**src/design/mp2_pkg.sv**
```systemverilog
// Shared types and constants for the 2x2 max pooling stream unit.
package mp2_pkg;

  localparam int CFG_INDEX_BITS = 2;
  localparam int CFG_DATA_BITS  = 7;
  localparam int DIM_BITS       = 7;
  localparam int CHAN_CFG_BITS  = 6;

  localparam logic [CFG_INDEX_BITS-1:0] REG_MAP_WIDTH     = 2'd0;
  localparam logic [CFG_INDEX_BITS-1:0] REG_MAP_HEIGHT    = 2'd1;
  localparam logic [CFG_INDEX_BITS-1:0] REG_CHANNEL_COUNT = 2'd2;

  localparam logic [DIM_BITS-1:0]      RESET_MAP_WIDTH     = 7'd24;
  localparam logic [DIM_BITS-1:0]      RESET_MAP_HEIGHT    = 7'd24;
  localparam logic [CHAN_CFG_BITS-1:0] RESET_CHANNEL_COUNT = 6'd6;

  typedef struct packed {
    logic [DIM_BITS-1:0]      width;
    logic [DIM_BITS-1:0]      height;
    logic [DIM_BITS-1:0]      width_used;
    logic [DIM_BITS-1:0]      height_used;
    logic [CHAN_CFG_BITS-1:0] channels;
  } geom_t;

  typedef struct packed {
    logic in_range;
    logic odd_col;
    logic odd_row;
    logic last;
  } pos_flags_t;

endpackage

```
**src/design/mp2_position.sv**
```systemverilog
// Raster position counters and window classification of each accepted sample.
module mp2_position
  import mp2_pkg::*;
#(
  parameter int MAX_CHANNELS = 32,
  parameter int CW           = 6,
  parameter int CHW          = 5,
  parameter int AW           = 10
) (
  input  logic           clk,
  input  logic           rst,
  input  logic           accept,
  input  logic           frame_start,
  input  geom_t          geom,
  output pos_flags_t     flags,
  output logic [AW-1:0]  slot,
  output logic [CHW-1:0] chan
);

  localparam int LW = ((CW > DIM_BITS) ? CW : DIM_BITS) + 1;
  localparam int NW = ((CHW > CHAN_CFG_BITS) ? CHW : CHAN_CFG_BITS) + 1;

  logic [CW-1:0]  col;
  logic [CW-1:0]  row;
  logic [CHW-1:0] ch;

  logic [CW-1:0]  col_cur;
  logic [CW-1:0]  row_cur;
  logic [CHW-1:0] ch_cur;

  logic [LW-1:0]  c_ext;
  logic [LW-1:0]  r_ext;
  logic [NW-1:0]  ch_ext;
  logic [LW-1:0]  w_ext;
  logic [LW-1:0]  h_ext;
  logic [LW-1:0]  wu_ext;
  logic [LW-1:0]  hu_ext;
  logic [NW-1:0]  n_ext;

  logic [NW-1:0]  ch_inc;
  logic           ch_wrap;
  logic [LW-1:0]  c_inc;
  logic           c_wrap;
  logic [LW-1:0]  r_inc;

  logic [CW-1:0]  col_next;
  logic [CW-1:0]  row_next;
  logic [CHW-1:0] ch_next;

  always_comb begin
    col_cur = frame_start ? '0 : col;
    row_cur = frame_start ? '0 : row;
    ch_cur  = frame_start ? '0 : ch;

    c_ext  = LW'(col_cur);
    r_ext  = LW'(row_cur);
    ch_ext = NW'(ch_cur);
    w_ext  = LW'(geom.width);
    h_ext  = LW'(geom.height);
    wu_ext = LW'(geom.width_used);
    hu_ext = LW'(geom.height_used);
    n_ext  = NW'(geom.channels);

    flags.in_range = (c_ext < wu_ext) && (r_ext < hu_ext) && (ch_ext < n_ext);
    flags.odd_col  = col_cur[0];
    flags.odd_row  = row_cur[0];
    flags.last     = (r_ext == hu_ext - LW'(1)) && (c_ext == wu_ext - LW'(1)) &&
                     (ch_ext == n_ext - NW'(1));

    ch_inc   = ch_ext + NW'(1);
    ch_wrap  = ch_inc >= n_ext;
    ch_next  = ch_wrap ? '0 : CHW'(ch_inc);
    c_inc    = c_ext + LW'(ch_wrap);
    c_wrap   = c_inc >= w_ext;
    col_next = c_wrap ? '0 : CW'(c_inc);
    r_inc    = r_ext + LW'(ch_wrap && c_wrap);
    row_next = (r_inc >= h_ext) ? '0 : CW'(r_inc);
  end

  assign slot = AW'(AW'(col_cur >> 1) * AW'(MAX_CHANNELS) + AW'(ch_cur));
  assign chan = ch_cur;

  always_ff @(posedge clk) begin
    if (rst) begin
      col <= '0;
      row <= '0;
      ch  <= '0;
    end else if (accept) begin
      col <= col_next;
      row <= row_next;
      ch  <= ch_next;
    end
  end

endmodule

```
**config.mk**
```make
export PLATFORM = sky130hd
export DESIGN_NAME = mp2_position
export DESIGN_NICKNAME = d
export VERILOG_FILES = /design/src/design/mp2_pkg.sv /design/src/design/mp2_position.sv
export SDC_FILE = /design/constraint.sdc
export NUM_CORES = 1
export LEC_CHECK = 0
export BUFFER_PORTS_ARGS = -buffer_cell sky130_fd_sc_hd__buf_2
export CORE_AREA = 4 4 82 84
export DETAILED_ROUTE_END_ITERATION = 12
export DIE_AREA = 0 0 86 88
export MAX_ROUTING_LAYER = met4
export PLACE_DENSITY = 0.67
export SLEW_MARGIN = 25
export SYNTH_ARGS = -nofsm -noshare
export SYNTH_HDL_FRONTEND = slang
export SYNTH_SLANG_ARGS = --single-unit
export TNS_END_PERCENT = 10
```
**constraint.sdc**
```tcl
create_clock -name clk -period 9.5 [get_ports clk]
set_clock_uncertainty 0.2 [all_clocks]
set_input_delay 0 -clock clk [delete_from_list [all_inputs] [get_ports clk]]
set_output_delay 0 -clock clk [all_outputs]
set_load 0.01 [all_outputs]
```
== Word level (Yosys, flattened, before mapping) ==
Index checks and enable logic that the tools add are counted.

* Flip-flop bits (word level): 17
* Input bits: 38
* Output and inout bits: 19

* $add $sub $neg: 7
* $lt $le $gt $ge: 6
* Equality and inequality tests: 3
* Multiplexer cells: 6
* Reduce and logical (&&, ||, !) cells: 5

{| class="wikitable"
|+ Operator list
! kind !! count
|-
| 2-to-1 mux 6 bit || 4
|-
| equality test 6 x 8 -> 1 bit || 2
|-
| subtractor 7 x 1 -> 8 bit, second input constant || 2
|-
| adder 6 x 1 -> 7 bit || 2
|-
| greater-or-equal comparator 7 bit || 2
|-
| < comparator 6 x 7 -> 1 bit || 2
|-
| adder 10 x 5 -> 10 bit || 1
|-
| 2-to-1 mux 5 bit || 2
|-
| equality test 5 x 7 -> 1 bit || 1
|-
| subtractor 6 x 1 -> 7 bit, second input constant || 1
|-
| adder 5 x 1 -> 6 bit, second input constant || 1
|-
| greater-or-equal comparator 6 bit || 1
|-
| < comparator 5 x 6 -> 1 bit || 1
|-
| logical AND 1 bit || 5
|}

== Longest topological paths before layout ==
* Depth in word-level cells: 9
* Mapped depth: 32
* Gate-level depth less buffers: 31

== Worst setup path after synthesis ==
No wires, ideal clock.

* Kind: register to register
* Start: register ch[1]
* End: register row[4]
* Arrival time: 5323 ps
* Slack: 3912 ps
* Cell stages (with the launch flop): 31
* Path buffers: 0
* Clock period less this slack: 5588 ps
* Cell sequence: dfxtp_1 nor2b_1 ha_1 ha_1 a21boi_0 o21a_1 o21ai_1 a21oi_1 nor2_1 inv_1 ha_1 nand3_1 nor2_1 xnor2_1 nor2_1 ha_1 a21o_1 a221o_1 a31oi_1 nor2_1 ha_1 and3_1 nand3_1 xor2_1 nor2_1 ha_1 nor2b_1 o21ai_0 o2111a_1 a21oi_1 nor2_1

* Cells in the longest elaborated chain, start to end: 9

{| class="wikitable"
|+ Ends and longest elaborated chain
! item !! RTL line !! text
|-
| from (decl) || mp2_position.sv:25 || <nowiki>logic [CHW-1:0] ch;</nowiki>
|-
| from (signal assigned) || mp2_position.sv:91 || <nowiki>ch <= ch_next;</nowiki>
|-
| 2-to-1 mux 5 bit * || mp2_position.sv:53 || <nowiki>ch_cur = frame_start ? '0 : ch;</nowiki>
|-
| net chan[1] || mp2_position.sv:17 || <nowiki>output logic [CHW-1:0] chan</nowiki>
|-
| adder 5 x 1 -> 6 bit * || mp2_position.sv:70 || <nowiki>ch_inc = ch_ext + NW'(1);</nowiki>
|-
| greater-or-equal comparator 6 bit * || mp2_position.sv:71 || <nowiki>ch_wrap = ch_inc >= n_ext;</nowiki>
|-
| adder 6 x 1 -> 7 bit || mp2_position.sv:73 || <nowiki>c_inc = c_ext + LW'(ch_wrap);</nowiki>
|-
| greater-or-equal comparator 7 bit || mp2_position.sv:74 || <nowiki>c_wrap = c_inc >= w_ext;</nowiki>
|-
| logical AND 1 bit * || mp2_position.sv:76 || <nowiki>r_inc = r_ext + LW'(ch_wrap && c_wrap);</nowiki>
|-
| adder 6 x 1 -> 7 bit * || mp2_position.sv:76 ||
|-
| greater-or-equal comparator 7 bit || mp2_position.sv:77 || <nowiki>row_next = (r_inc >= h_ext) ? '0 : CW'(r_inc);</nowiki>
|-
| 2-to-1 mux 6 bit * || mp2_position.sv:77 ||
|-
| to (signal assigned) || mp2_position.sv:90 || <nowiki>row <= row_next;</nowiki>
|-
| to (decl) || mp2_position.sv:24 || <nowiki>logic [CW-1:0] row;</nowiki>
|}

The timed path passes the listed nets; every way through them passes the cells marked *.
A chain may end at the register's enable or synchronous reset.

== Worst setup path in the final report ==
* Start: register ch[1]
* End: register row[2]

* Cells in the longest elaborated chain, start to end: 9

{| class="wikitable"
|+ Ends and longest elaborated chain
! item !! RTL line
|-
| 2-to-1 mux 5 bit * || mp2_position.sv:53
|-
| adder 5 x 1 -> 6 bit * || mp2_position.sv:70
|-
| greater-or-equal comparator 6 bit * || mp2_position.sv:71
|-
| adder 6 x 1 -> 7 bit || mp2_position.sv:73
|-
| greater-or-equal comparator 7 bit || mp2_position.sv:74
|-
| logical AND 1 bit * || mp2_position.sv:76
|-
| adder 6 x 1 -> 7 bit * || mp2_position.sv:76
|-
| greater-or-equal comparator 7 bit || mp2_position.sv:77
|-
| 2-to-1 mux 6 bit * || mp2_position.sv:77
|}

Mark *: on every way between the ends. The rest lies on a longest branch, timed or not.

==> run metrics <==
count of synthesis-stage warnings from yosys=0; maximum fanout along the worst path=7; delay of the slowest critical-path stage=470 ps; sum of routed wire length over all layers=5720 microns; number of input and output port buffers inserted=between 50 and 60; clock slew at the register clock pins of the worst setup and hold paths=80 ps; number of buffers inserted by hold repair at cts=2; share of cells above drive strength 1=between 10% and 20%; final non-filler cell area=0.00271 sq mm; Clk Tree Root Cell=clkbuf_8; launch point of the worst path=ch[1]; DRT Pass-1 Iters=6; width of the die=86 microns; site row count=28; worst min path class=input port to register; antenna violations before repair=0; most instantiated flip-flop cell in the synthesis netlist=dfxtp_1; number of enable flip-flop cells after synthesis=0; number of global-route vias before repair=2090; TritonCTS sink count=17; vias after detailed routing=2165; hold path cells=6; multi-input gate area in the final layout=0.00178 sq mm; leading cell types by count after synthesis=ha_1 (45), inv_1 (38), nor2_1 (27), xnor2_1 (24), nor2b_1 (20); cell family contributing the most delay on the critical path=compound AO/OA/AOI/OAI gates; final routed DRC violation total=0; clk_lat worst skew=260 ps; WL/cell=13.4 microns; IR Drop Worst-Case VDD=47.3 uV; Total Neg Setup Slack=0 ps; maximum number of pins on one net before global-route repair=27; share of the clock period used by the worst path after layout=64.5%; Finish-stage setup viols=0; arrival time reported for the critical path endpoint=6140 ps; DRT iter0 DRCs=101; post-synthesis register bit count=17; total clock buffers created by CTS=3; max-slew violation total from the final report=0; cell type with the largest total area after synthesis=ha_1; final antenna diode count=0; status=finished clean; effective utilization at floorplan=between 30% and 40%; sequential cell area fraction in the yosys report=14.7%; Period minus WS final=6130 ps; top-area cell type share of the netlist area=around 24%; critical path class=register to register; final cell utilization of the core=45.7%; type of element capturing the critical path=register; Syn Area/Cell=7.71 sq um; total power=0.180 mW; worst max-slew margin expressed relative to the limit=60.0%; buffers and inverters on the worst path=1; data required time at the worst endpoint=about 9500 ps; cells resized by post-CTS repair=0; WHS Endpoint=col[3]; CP max-delay cell=a31oi_1; CTS max path bufs=2; count of cells along the worst register-to-register path=30; final-layout fill cell count=629; area occupied by registers=340 sq um; count of final hold-check violations=0; H-tree level count=1; Async SR Flop Fraction=0%; Area contributors post-synth=ha_1 (24%), dfxtp_1 (15%), xnor2_1 (9.1%); HPWL after detailed placement=4770 microns; Post-Syn Area=between 0.002 and 0.0025 sq mm; most common cell in the netlist=ha_1; Post-Synthesis Cells=roughly 300; number of logic stages on the critical path including buffering=30; synth unique cells=42; antenna viol nets, final=0; height of the die=88 microns; power density normalized to cell area=66.5 mW/mm^2; setup repair after global routing missed its margin=false; reg-to-reg startpoint=ch[1]; Worst Max-Slew Pin Slew=597 ps; die area=0.00757 sq mm; max capacitance violation total=0; global route total overflow=0; placeable core region=around 0.006 sq mm; clock tree from TritonCTS=done; vias per cell=5.06; Worst R2R Setup Slack=around 3400 ps; Final #Nets=about 440; static leakage=~1.4 nW; Synthesized Nets=roughly 380; area delta synth->final=16.6%; endpoint of the lowest-slack register-to-register path=row[2]; Post-DP Area=0.00264 sq mm; hold_sp=geom[30]; element type at the critical path start=register; count of buffers added by post-CTS timing repair for setup=0; Max Clock Freq=0.163 GHz; I/O pin count=57; overall track demand over capacity in global routing=15.6%; wire length of the first global-routing pass=about 9400 microns; routability-driven placement congestion ratio=0.953
==> how the worst max path moves through the flow <==
stage | to | slack, ps
after floorplan | row[4] | 3910
after global placement | row[4] | 3470
after detailed placement | row[2] | 3370
after CTS | row[2] | 3430
after global routing | row[2] | 2870
final | row[2] | 3370
==> cell usage in the layout (no fill, tap or decap), drive strengths merged, types with 2 or more instances in the layout <==
master,n
nand2,7
nor2b,22
nor3,4
buf,56
nor4,4
and3,4
xor2,9
dfxtp,17
nand2b,12
nand3,17
o21a,6
o21ai,8
inv,38
a21o,4
a2111oi,2
clkbuf,3
dlygate4sd3,2
nand4,3
xnor2,24
a22o,5
a211oi,2
nor2,27
a21oi,16
ha,45
==> flip-flops by register name (all words and copies together) (netlist names) <==
name / count
col: 6
row: 6
ch: 5
==> where the power goes <==
part	switching, mW	total, mW	internal [mW]
combinational	0.0271	0.0492	0.0221
sequential	0.000590	0.0724	0.0718
clock	0.0287	0.0583	0.0296
==> metrics by stage <==
step / cells / setup slack [ps] / hold WS, ps
4_1_cts: 428 / 3430 / 204
5_1_grt: 428 / 2870 / 267
3_3_place_gp: 422 / 3470 / 146
6_report: 428 / 3370 / 209
2_1_floorplan: 301 / 3910 / -131
3_5_place_dp: 422 / 3370 / 157
==> worst min-delay path, stage by stage <==
cell,delay (ps)
buf_2,90
inv_1,40
ha_1,120
a31oi_1,210
nand3_1,110
a21oi_1,60
==> kinds of logic (layout without fill, tap and decap cells) <==
family | count (synthesis) | in the layout | synth area share, %
flops | 17 | 17 | 14.7
xor+xnor | 33 | 33 | 12.5
mux | 1 | 1 | 0.432
buf+inv | 48 | 100 | 8.63
fa+ha+maj | 45 | 45 | 24.3
simple gates | 104 | 104 | 24.1
compound gates | 53 | 53 | 15.5
==> cell type report <==
type,count,share of cell area [%]
multi-input cells,236,65.8
clock buffers,3,1.53
flip-flops and latches,17,12.6
inverters,38,5.27
clock inverters,1,0.278
well taps,75,3.47
repair buffers,58,11.1
==> metal layers <==
metal | up-vias | GRT usage (%) | share of wire, % | wire [microns]
met3 | 6 | 3.01 | 5.4 | 306
li1 | 1137 | - | - | -
met5 | - | - | 0 | 0
met1 | 963 | 19.4 | 46 | 2620
met4 | 0 | 3.02 | 1.9 | 106
met2 | 59 | 26.4 | 47 | 2680
(Power assumes the default switching activity.)
