### src/design/mp2_pkg.sv
// Shared types and constants for the 2x2 max pooling stream unit.
package mp2_pkg;

  localparam int CFG_INDEX_BITS = 2;
  localparam int CFG_DATA_BITS  = 7;
  localparam int DIM_BITS       = 7;
  localparam int CHAN_CFG_BITS  = 6;

  localparam logic [CFG_INDEX_BITS-1:0] REG_MAP_WIDTH     = 2'd0;
  localparam logic [CFG_INDEX_BITS-1:0] REG_MAP_HEIGHT    = 2'd1;
  localparam logic [CFG_INDEX_BITS-1:0] REG_CHANNEL_COUNT = 2'd2;

  localparam logic [DIM_BITS-1:0]      RESET_MAP_WIDTH     = 7'd24;
  localparam logic [DIM_BITS-1:0]      RESET_MAP_HEIGHT    = 7'd24;
  localparam logic [CHAN_CFG_BITS-1:0] RESET_CHANNEL_COUNT = 6'd6;

  typedef struct packed {
    logic [DIM_BITS-1:0]      width;
    logic [DIM_BITS-1:0]      height;
    logic [DIM_BITS-1:0]      width_used;
    logic [DIM_BITS-1:0]      height_used;
    logic [CHAN_CFG_BITS-1:0] channels;
  } geom_t;

  typedef struct packed {
    logic in_range;
    logic odd_col;
    logic odd_row;
    logic last;
  } pos_flags_t;

endpackage

### src/design/mp2_cfg_regs.sv
// Configuration registers and the saturated map geometry derived from them.
module mp2_cfg_regs
  import mp2_pkg::*;
#(
  parameter int MAX_WIDTH    = 64,
  parameter int MAX_CHANNELS = 32
) (
  input  logic                      clk,
  input  logic                      rst,
  input  logic                      cfg_wen,
  input  logic [CFG_INDEX_BITS-1:0] cfg_index,
  input  logic [CFG_DATA_BITS-1:0]  cfg_wdata,
  output geom_t                     geom
);

  logic [DIM_BITS-1:0]      map_width;
  logic [DIM_BITS-1:0]      map_height;
  logic [CHAN_CFG_BITS-1:0] channel_count;

  always_ff @(posedge clk) begin
    if (rst) begin
      map_width     <= RESET_MAP_WIDTH;
      map_height    <= RESET_MAP_HEIGHT;
      channel_count <= RESET_CHANNEL_COUNT;
    end else if (cfg_wen) begin
      unique case (cfg_index)
        REG_MAP_WIDTH:     map_width     <= cfg_wdata;
        REG_MAP_HEIGHT:    map_height    <= cfg_wdata;
        REG_CHANNEL_COUNT: channel_count <= cfg_wdata[CHAN_CFG_BITS-1:0];
        default: ;
      endcase
    end
  end

  logic [DIM_BITS-1:0]      w;
  logic [DIM_BITS-1:0]      h;
  logic [CHAN_CFG_BITS-1:0] n;

  always_comb begin
    w = map_width;
    if (map_width < DIM_BITS'(2)) w = DIM_BITS'(2);
    else if (int'(map_width) > MAX_WIDTH) w = DIM_BITS'(MAX_WIDTH);
    h = map_height;
    if (map_height < DIM_BITS'(2)) h = DIM_BITS'(2);
    else if (int'(map_height) > MAX_WIDTH) h = DIM_BITS'(MAX_WIDTH);
    n = channel_count;
    if (channel_count == '0) n = CHAN_CFG_BITS'(1);
    else if (int'(channel_count) > MAX_CHANNELS) n = CHAN_CFG_BITS'(MAX_CHANNELS);
  end

  assign geom.width       = w;
  assign geom.height      = h;
  assign geom.width_used  = {w[DIM_BITS-1:1], 1'b0};
  assign geom.height_used = {h[DIM_BITS-1:1], 1'b0};
  assign geom.channels    = n;

endmodule

### config.mk
export PLATFORM = sky130hd
export DESIGN_NAME = mp2_cfg_regs
export DESIGN_NICKNAME = d
export VERILOG_FILES = /design/src/design/mp2_pkg.sv /design/src/design/mp2_cfg_regs.sv
export SDC_FILE = /design/constraint.sdc
export NUM_CORES = 1
export LEC_CHECK = 0
export BUFFER_PORTS_ARGS = -buffer_cell sky130_fd_sc_hd__buf_4
export CORE_MARGIN = 8
export CORE_UTILIZATION = 40
export DETAILED_ROUTE_END_ITERATION = 16
export GPL_TIMING_DRIVEN = 0
export PLACE_DENSITY = 0.66
export RECOVER_POWER = 50
export SKIP_LAST_GASP = 1
export SLEW_MARGIN = 25
export SYNTH_ARGS = -nofsm -noshare
export SYNTH_HDL_FRONTEND = slang
export SYNTH_SLANG_ARGS = --single-unit
export TNS_END_PERCENT = 30
### constraint.sdc
create_clock -name clk -period 2.6 [get_ports clk]
set_input_delay 0 -clock clk [delete_from_list [all_inputs] [get_ports clk]]
set_output_delay 0 -clock clk [all_outputs]
set_load 0.02 [all_outputs]
; ---- Yosys cells after proc, flatten, opt, wreduce, memory -nomap -nowiden
; Cells that the tools add are included.
; W data, S select, Z words.
[word_totals]
reg_bits = 20
inputBits = 12
elab_cells = 21
[op_classes]
n_lt_le_gt_ge = 5
n_eq_ne = 2
muxes = 6
n_reduce_logical = 5
[op_table]
columns = operator, count
row1 = $mux W7, 4
row2 = $gt A7 B7 Y1 const B, 2
row3 = $lt A7 B2 Y1 const B, 2
row4 = $mux W6, 2
row5 = $gt A6 B6 Y1 const B, 1
row6 = $logic_not A6 Y1, 1
row7 = $reduce_and A2 Y1, 3
row8 = $eq A2 B1 Y1 const B, 1
row9 = $eq A2 B2 Y1 const B, 1
row10 = $logic_not A2 Y1, 1

; ---- Logic depth before layout (Yosys ltp)
; Gate-level depths: netlist of run 1.
[logic_depth]
ltp_word = 3
ltp_mapped = 3
mapped_depth_nobuf = 2

; ---- Worst setup path after synthesis of run 1
; No wires, ideal clock.
[synth_path]
kind = register to output
start = reg map_height[2]
end = out geom[21] (netlist name)
t_arrival_ns = 1.478
setup_slack_ns = 1.122
stages_incl_launch_ff = 4
n_path_buf = 1
cell_sequence = dfxtp_1 -> or4_1 -> a21oi_1 -> buf_4
[synth_lines]
columns = element, line
row1 = start: declaration, mp2_cfg_regs.sv:17  ; logic [DIM_BITS-1:0] map_height;
row2 = start signal: assignment, mp2_cfg_regs.sv:28  ; REG_MAP_HEIGHT: map_height <= cfg_wdata;
row3 = end: declaration, mp2_cfg_regs.sv:13  ; output geom_t geom

==> qor.csv, run 1 <==
stage;metric;value;unit
die;io_pins;46;
synthesis;synth_edf_count;0;
pwr;fin_total_pwr;0.6233;mW
sta;setup_viol;0;
synthesis;synth_simple_gate_area_share;0.2864;
pwr;leakage;0.7198;nW
clock_network;cts_buffer_depth;2;
routing;routed-via-count;967;
routing;wire_per_inst;13.50;um
place;place_area;1484;um^2
global_routing;globalRouteOverflowTotal;0;
layout;area.growth.synth_to_final;35.91;%
die;rows;19;
die;start_util;0.4127;
synthesis;ys_top_cells_by_area;dfxtp_1 36%, mux2i_1 18%, nand2b_1 12%, buf_4 9.4%, nor2b_1 6.7%;
die;die_w;68.88;um
sta;drv_slew;0;
global_routing;antenna_found_initial;0;
sta;fmaxAchievable;0.5816;GHz
routing;remaining_drc_errors;0;
die;die_h;68.88;um
synthesis;synthesis.area;1119;um^2
setup_path;cpPeakStageDelay;570;ps
global_routing;grt_start_max_net_pins;11;
setup_path;cp_max_fo;3;
global_routing;grt_pass1_vias;976;
setup_path;cp_top_family;simple AND/OR/NAND/NOR gates;
setup_path;critical_path_arrival;1720;ps
die;core;2710;um^2
setup_path;cp_slowest_cell;or4_1;
synthesis;synth_top_family_by_area;simple AND/OR/NAND/NOR gates;
clock_network;ctsHoldBuffers;3;
setup_path;r2r-start;map_height[6];
setup_path;path_class;reg -> out;
global_routing;grt_pass1_wl;4333;um
synthesis;postSynthCellCount;126;
routing;wirelength;2808;um
synthesis;ys_types;17;
setup_path;cpMostUsedCell;buf_4;
synthesis;ys_ff_latch;20;
synthesis;muxShareOfSynthArea;0.1790;
routing;drtIter0Drc;17;
setup_path;startpoint;map_width[3];
setup_path;required;2600;ps
place;io_buffer_count;43;
sta;rsz0062_at_grt;no;
synthesis;synth_most_common_cell;nand2b_1;
sta;min_period_over_period;0.6613;
synthesis;synth.top_cells.by_count;21 x nand2b_1, 20 x dfxtp_1, 20 x mux2i_1, 14 x buf_4, 12 x nor2b_1;
routing;firstDrtPassIters;4;
sta;skew;0;ps
clock_network;numCtsBuffers;3;
synthesis;synth_top_area_share;0.3579;
pwr;power.density;410.0;nW/um^2
run;drv_cap;0;
clock_network;htree_num_levels;1;
setup_path;cp_cell_sequence;or4_1 > a21oi_1 > buf_4 > buf_4;
layout;post-route-util;0.5609;
synthesis;synth_xor_area_frac;0;
outcome;status;finished clean;
layout;fillerInstances;272;
sta;fin_tns_setup;0;ps
clock_network;cts_setup_buffers;0;
layout;final_nets;191;
routing;ant_nets;0;
layout;ff_latch_area;400.4;um^2
die;die_area;4744;um^2
clock_network;path_clk_slew;110;ps
synthesis;yosysTopAreaCell;dfxtp_1;
clock_network;clock_sinks;20;
sta;hold_viol;0;
clock_network;cts_tree;built;
pwr;ir_drop;0.0002810;V
clock_network;root_buffer;clkbuf_4;
setup_path;end_kind;primary output;
worst_hold_path;hp-class;in -> reg;
synthesis;synth_seq_area_share;0.3579;
synthesis;synth_compound_area_frac;0.03132;
synthesis;async_flop_share;0;
setup_path;start_kind;register;
clock_network;worstSkewPairLatency;290;ps
synthesis;yosys_warnings;0;
clock_network;postCtsResizedCells;0;
worst_hold_path;worstHoldStart;cfg_wdata[1];
sta;period_minus_slack;1719;ps
layout;final_area;1520;um^2
routing;vias_per_cell;4.649;
synthesis;synthFlopType;dfxtp_1;
place;dpl.hpwl;2284;um
sta;timing.final.ws_setup;880.5;ps
layout;multiInputGateArea;563.0;um^2
layout;diodes;0;
place;dp_slack;1235;ps
setup_path;worstPathBufferInverterCount;2;
synthesis;syn_area_per_cell;8.878;um^2
global_routing;grtUsageTotal;0.1201;
place;gp_congestion;0.6834;
layout;drive_above_1_share;0.3107;
synthesis;synth-adder-area-share;0;
## area by class of cell
type / count / share of cell area
well taps: 31 / 0.02551
multi-input cells: 79 / 0.3704
flip-flops and latches: 20 / 0.2634
repair buffers: 47 / 0.2214
plain buffers: 23 / 0.09218
inverters: 5 / 0.01235
clock buffers: 3 / 0.01481
## cell families after synthesis
group	Yosys count
other	1
and+or+nand+nor	52
AOI/OAI and AO/OA	5
DFF	20
muxes	20
buffers and inverters	28
## worst reg2reg max path, stage by stage, from the launching register on
cell      delay [ps]
dfxtp_1          480
nand2b_1          90
mux2i_1          140
## stage by stage
step	hold slack, ps	instances
final	1.647	208
after global routing	8.016	208
after CTS	8.889	207
after detailed placement	280.3	201
after global placement	280.1	201
after floorplan	155.3	127
## layer usage
metal / track usage / routed length, um / vias to the layer above
li1: - / - / 494
met1: 0.1261 / 1100 / 456
met2: 0.2232 / 1582 / 15
met3: 0.02746 / 105 / 2
met4: 0.05013 / 19 / 0
met5: 0 / 0 / -
## sequential cells by signal, indices dropped and copies added, names as in the netlist
register / cells
map_height: 7
map_width: 7
channel_count: 6
## worst paths after layout
check / endpoint / slack, ps / cells past startpoint
worst max-delay path: geom[28] / 880 / 4
worst min-delay path: channel_count[1] / 2 / 3
worst max register to register: map_height[6] / 1830 / 2
worst min register to register: channel_count[0] / 490 / 2
## report_power, final
part	leakage, nW	internal [mW]	total, mW	switching, mW
clock	0.0138	0.0539	0.146	0.0917
sequential	0.163	0.317	0.327	0.00934
combinational	0.543	0.0745	0.151	0.0766
total	0.720	0.446	0.623	0.178
## placed cells by master, fill, tap and decap left out, drive strengths merged
cell and n:
conb 2, dfxtp 20, a21oi 3, nor2 10, nor3b 1, or4 3, nor2b 12, buf 49
clkbuf 20, and3b 2, or3b 1, mux2i 20, nand2b 21, dlygate4sd3 4, inv 5, o211a 2
nand3b 2
(Power assumes the default switching activity.)
==> inputs of run 2 (changes only) <==
==> constraint.sdc (replaced) <==
create_clock -name clk -period 1.6 [get_ports clk]
set_input_delay 0 -clock clk [delete_from_list [all_inputs] [get_ports clk]]
set_output_delay 0 -clock clk [all_outputs]
set_load 0.02 [all_outputs]
==> run 2 against run 1 <==
The flow now finishes with violations (negative setup slack). Flip-flop and latch count unchanged. Power up 64%. Clock-buffer cell count unchanged. Die area unchanged. Hold slack better by 3.0 ps. Global-route usage rose by 0.066 points. Register-to-register slack worse by 1100 ps. Combinational power up 68%. Sequential power is 63% higher. Cell count is the same. Wire length grew 0.53%. Utilization rose by 1.9 points. Critical path type unchanged.
==> qor.csv, run 2 (synthesis results as in run 1) <==
stage;metric;value;unit;change
setup_path;required;1600;ps;-1000 ps
sta;setup_viol;1;;+1
die;core;2710;um^2;unchanged
die;die_w;68.88;um;unchanged
setup_path;cp_max_fo;3;;unchanged
pwr;p_seq_frac;0.522;;-0.002
pwr;leakage;0.7369;nW;+2.4%
layout;reg_top3;map_height (7), map_width (7), channel_count (6);;
sta;drv_slew;0;;unchanged
global_routing;antenna_found_initial;0;;unchanged
clock_network;path_clk_slew;110;ps;about the same
worst_hold_path;hp-class;in -> reg;;
die;rows;19;;unchanged
outcome;violations;negative setup slack;;
pwr;power.density;649.0;nW/um^2;+58%
die;die_area;4744;um^2;unchanged
pwr;power_frac_clock;0.229;;-0.005
routing;wirelength;2823;um;+0.53%
routing;vias_per_cell;4.611;;-0.83%
clock_network;cts_setup_buffers;0;;unchanged
global_routing;grtUsageTotal;0.1208;;+0.0006583
routing;wire_per_inst;13.57;um;+0.53%
place;dpl.hpwl;2284;um;unchanged
layout;final_common_cell;buf_4;;
sta;min_period_over_period;1.004;;
sta;rsz0062_at_grt;yes;;
pwr;intPower;0.7309;mW;+64%
pwr;fin_total_pwr;1.020;mW;+64%
pwr;p_sw_frac;0.2833;;-0.001692
setup_path;end_kind;primary output;;
sta;hold_viol;0;;unchanged
routing;remaining_drc_errors;0;;unchanged
setup_path;path_class;reg -> out;;
clock_network;root_buffer;clkbuf_4;;
place;gp_congestion;0.6834;;unchanged
pwr;ir_drop;0.0004550;V;+62%
layout;final_area;1572;um^2;+3.4%
global_routing;globalRouteOverflowTotal;0;;unchanged
layout;area.growth.synth_to_final;40.49;%;
clock_network;cts_tree;built;;
die;io_pins;46;;unchanged
clock_network;clock_sinks;20;;unchanged
routing;drtIter0Drc;25;;+8
layout;drive_above_1_share;0.3616;;+0.05085
layout;diodes;0;;unchanged
clock_network;htree_num_levels;1;;unchanged
clock_network;numCtsBuffers;3;;unchanged
sta;period_minus_slack;1606;ps;
pwr;p_comb_frac;0.249;;+0.007
setup_path;critical_path_arrival;1610;ps;-110 ps
sta;skew;0;ps;unchanged
outcome;status;finished, violations left;;
place;place_area;1484;um^2;unchanged
place;dp_slack;235.1;ps;-1000 ps
die;die_h;68.88;um;unchanged
setup_path;start_kind;register;;
routing;ant_nets;0;;unchanged
place;io_buffer_count;43;;unchanged
pwr;power_switching;0.2889;mW;+63%
routing;routed-via-count;959;;-0.83%
sta;fmaxAchievable;0.6227;GHz;
global_routing;grt_start_max_net_pins;11;;unchanged
layout;final_nets;191;;unchanged
run;drv_cap;0;;unchanged
layout;layout_common_cells;49 x buf_4, 21 x nand2b_1, 20 x mux2i_1, 18 x dfxtp_1;;
sta;fin_tns_setup;-5.844;ps;-5.844 ps
clock_network;cts_buffer_depth;2;;unchanged
clock_network;worstSkewPairLatency;290;ps;about the same
global_routing;grt_pass1_wl;4347;um;+0.32%
routing;firstDrtPassIters;4;;unchanged
global_routing;grt_pass1_vias;972;;-0.41%
die;start_util;0.4127;;unchanged
sta;timing.final.ws_setup;-5.844;ps;-886.4 ps
[run 2: power groups by stage]
| stage | registers [mW] | clock network, mW | logic, mW |
|---|---|---|---|
| global placement | 0.541 | 0 | 0.245 |
| finish | 0.532 | 0.234 | 0.254 |
| global route | 0.536 | 0.265 | 0.272 |
| floorplan | 0.537 | 0 | 0.148 |
| detailed placement | 0.542 | 0 | 0.249 |
| CTS | 0.532 | 0.239 | 0.257 |
[run 2: critical path, stage by stage (launching register included)]
cell,delay [ps]
dfxtp_2,340
or4_4,570
a21oi_4,190
buf_6,110
buf_6,100
[run 2: path summary, 6_finish.rpt]
path / cells past startpoint / startpoint / slack, ps / end
max: 4 / map_width[3] / -6 / geom[28]
max reg2reg: 2 / map_height[6] / 780 / map_height[6]
min reg2reg: 2 / channel_count[0] / 490 / channel_count[0]
min: 3 / cfg_wdata[1] / 5 / channel_count[1]
[run 2: timing repair]
action	in CTS	in global routing
endpoints found under the hold margin	7	1
hold buffers	3	1
setup endpoints to repair	4	4
pin swaps	3	2
resized for setup	5	5
[run 2: final cells by class]
type	instances	area [um^2]
Inverter	5	18.77
Sequential cell	20	402.9
Buffer	23	143.9
Clock buffer	3	22.52
Timing Repair Buffer	47	351.6
Multi-Input combinational cell	79	593.1
Fill cell	260	1139
Tap cell	31	38.79
[run 2: metal layers]
metal,up-vias,part of all wire,track usage
li1,495,-,-
met1,447,0.40,0.1270
met2,15,0.56,0.2232
met3,2,0.038,0.02908
met4,0,0.0067,0.05013
met5,-,0,0
[run 2: per-stage QoR]
step	hold slack, ps	utilization	std cells
floorplan	155.3	-	127
global placement	280.1	0.5476	201
detailed placement	280.3	0.5476	201
CTS	8.889	0.5753	207
global route	8.016	0.5799	208
finish	4.678	0.5799	208
